File: src/sv/mfl_ram.sv
module mfl_ram #(
    parameter int WIDTH = 10,
    parameter int DEPTH = 256
) (
    input  logic                     i_clk,
    input  logic                     i_we,
    input  logic [$clog2(DEPTH)-1:0] i_waddr,
    input  logic [WIDTH-1:0]         i_wdata,
    input  logic [$clog2(DEPTH)-1:0] i_raddr,
    output logic [WIDTH-1:0]         o_rdata
);

    logic [WIDTH-1:0] r_mem [DEPTH];

    always_ff @(posedge i_clk) begin
        if (i_we) begin
            r_mem[i_waddr] <= i_wdata;
        end
        o_rdata <= r_mem[i_raddr];
    end

endmodule

File: config.mk
export PLATFORM = sky130hd
export DESIGN_NAME = mfl_ram
export DESIGN_NICKNAME = d
export VERILOG_FILES = /design/src/sv/mfl_ram.sv
export SDC_FILE = /design/constraint.sdc
export NUM_CORES = 2
export LEC_CHECK = 0
export BUFFER_PORTS_ARGS = -buffer_cell sky130_fd_sc_hd__buf_2
export CAP_MARGIN = 20
export CORE_MARGIN = 1.5
export CORE_UTILIZATION = 42
export CTS_CLUSTER_DIAMETER = 80
export DETAILED_ROUTE_END_ITERATION = 7
export GPL_ROUTABILITY_DRIVEN = 0
export PLACE_DENSITY = 0.56
export SLEW_MARGIN = 20
export SYNTH_ARGS = -nofsm -noshare
export SYNTH_HDL_FRONTEND = slang
export SYNTH_SLANG_ARGS = --single-unit
export TNS_END_PERCENT = 5
File: constraint.sdc
create_clock -name i_clk -period 2.15 [get_ports i_clk]
set_input_delay 0.215 -clock i_clk [delete_from_list [all_inputs] [get_ports i_clk]]
set_output_delay 0.215 -clock i_clk [all_outputs]
set_load 0.02 [all_outputs]
==> flow_summary.ini <==
[cells_and_area]
fin_cells = 8994
final_util_pct = 50.9
nets = 5665
drive_gt1_share_pct = 33.6
fin_area_mm2 = 0.120
areaGrowthSynthToFinish_pct = 20.7

[flow_run]
cap_violations = 0

[yosys]
synth_flop_cell = edfxtp_1
yosys_warnings = 0
avgSynthCellArea_um2 = 21.4
yosys.area.top_type = edfxtp_1
yosysMostFrequentCell = edfxtp_1
synth_common_cells = edfxtp_1 (2,560), mux4_2 (495), nor2_1 (292)
synth_nets = 4670
synth-edff-count = 2560
yosys-top-cells-area = edfxtp_1 (77%), mux4_2 (11%), mux2i_1 (2.1%)
synthCells = 4642
ys_types = 53
synth-async-reset-ratio_pct = 0
ys_ff_latch = 2570
seq_area_frac_synth_pct = 77.7
syn_area_mm2 = 0.0993
yosysTopAreaCellShare_pct = 77.5

[floorplanning]
design.core.area_mm2 = 0.235
die-area_mm2 = 0.239
ios = 38
initial_utilization_pct = 42.2
fp-row-count = 178
chipWidth_um = 489
die_y_um = 489

[global_route]
grt_pass1_wl_um = 392000
grtUsageTotal_pct = 23.1
grt_pass1_vias = 52600
antenna_found_initial = 14
grt_start_max_net_pins = 101
overflow = 0

[critical_path]
crit_path_start_kind = register
crit_family = multiplexers
critPathSlowestCell = mux4_2
cp_max_fo = 1
critPathArrivalTime_ps = 3050
r2r-start = r_mem[195][9]$_DFFE_PP_
crit_buf_inv = 1
reg2reg_depth = 6
required_ps = 2930
end_kind = register
path_depth = 6
max_stage_delay_ps = 530
path_cells = mux4_2 -> a2111oi_4 -> nor3_4 -> nor4_4 -> buf_4 -> nor4_1
critical_path_class = reg2reg
r2r_setup_slack_ps = -120
reg2reg_to = o_rdata[9]$_DFF_P_

[placed_design]
place_inst = 8485
placed_area_mm2 = 0.110
io_buffers = 37
dp_hpwl_um = 180000

[cts]
insertion_delay_ps = 920
htree_num_levels = 5
cts_tree = yes
clkTransAtPathRegs_ps = 60
cts_buffers = 288
clock_sinks = 2570
cts_root_buf = clkbuf_16
clock_path_buffers = 4

[sta]
hold_slack_ps = 63.2
skew_ps = 61.8
setup_violations = 6
tns_ps = -207
hold_viol = 0
setup_ws_ps = -122
fmax_mhz = 440
finalCriticalPeriod_ps = 2270
rsz0062_at_grt = yes
final_max_slew_viol_count = 0
worstMarginPinSlew_ps = 984
relSlewSlack_pct = 34.0
finalCritPeriodShare_pct = 106

[outcome]
status = finished with violations
violations = setup timing

[worst_hold_path]
min_path_type = in2reg
hp-start = i_waddr[3]
holdPathEnd = r_mem[174][1]$_DFFE_PP_
holdPathStages = 4

[power]
power_density_mw_per_mm2 = 906
power_leakage_nw = 39.2
ir_worst_vdd_v = 0.000723

[drt]
drt-pass1-iter-count = 8
via_per_inst = 5.75
drt_iter0_markers = 5564
ant_nets = 0
vias = 51700
wl_per_cell_um = 30.7
wl_um = 276000
drc = 0
## worst min-delay path, delay by kind of cell
family / cells / cell delay (ps)
buffers and inverters: 2 / 370
AND/OR/NAND/NOR: 2 / 210
## power by group
group / switching, W / internal (W)
Sequential: 0.000106 / 0.0552
Clock: 0.0192 / 0.0276
Combinational: 0.00386 / 0.00257
## cell families (layout without fill, tap and decap cells)
| group | after synthesis | count (layout) | synth area share [%] |
|---|---|---|---|
| flops | 2570 | 2570 | 77.7 |
| compound gates | 525 | 525 | 3.71 |
| mux | 746 | 746 | 14.4 |
| other cells | 0 | 9 | 0 |
| simple gates | 514 | 514 | 2.32 |
| buf+inv | 287 | 1480 | 1.88 |
## flip-flops by register name, indices dropped and copies added (netlist names)
name     count
o_rdata     10
r_mem     2560
## cell usage in the layout (no fill, tap or decap), types with 40 or more instances in the layout
cell type,instances
edfxtp_1,2560
buf_4,818
mux4_2,498
clkbuf_16,294
nor2_1,290
mux2i_1,210
a22oi_1,178
buf_12,117
a21oi_1,106
clkbuf_1,58
o22ai_1,50
clkinv_1,50
nand2_1,46
clkinv_2,42
o221ai_1,40
## stage by stage
stage | worst slack [ps] | power, W
CTS | -79.3 | 0.109
floorplan | 14.2 | 0.0590
global placement | -1750 | 0.0626
detailed placement | -1320 | 0.0627
finish | -122 | 0.109
global route | -176 | 0.112
## metal layers
metal	wire length [µm]	part of all wire [%]	vias up	global-route usage, %
li1	-	-	21600	-
met1	117000	42	27900	32.4
met2	135000	49	1812	37.6
met3	17000	6.1	394	3.45
met4	7420	2.7	2	6.55
met5	13	0.0047	-	0
## final cells by class
cell class	instances	area [µm²]
Fill cell	18700	115000
Sequential cell	2570	77100
Multi-Input combinational cell	1785	21000
Timing Repair Buffer	989	8970
Clock buffer	356	7630
Tap cell	3150	3940
Clock inverter	132	1210
Antenna cell	9	22.5
Inverter	3	11.3
## repair_timing
item	4_1_cts	5_1_grt
hold buffers	16	0
buffers inserted	0	0
resized for setup	82	28
pin swaps	29	14
endpoints found under the setup margin	10	10
hold endpoints to repair	1642	0
## worst max-delay path by stage
stage                                  startpoint                 end  slack [ps]
after CTS                 r_mem[211][8]$_DFFE_PP_  o_rdata[8]$_DFF_P_         -80
final                     r_mem[195][9]$_DFFE_PP_  o_rdata[9]$_DFF_P_        -120
after global routing      r_mem[195][9]$_DFFE_PP_  o_rdata[9]$_DFF_P_        -180
after detailed placement               i_raddr[0]  o_rdata[2]$_DFF_P_       -1320
after global placement                 i_raddr[0]  o_rdata[4]$_DFF_P_       -1750
after floorplan                        i_raddr[0]  o_rdata[6]$_DFF_P_          10
Power figures use the tool's default switching activity.
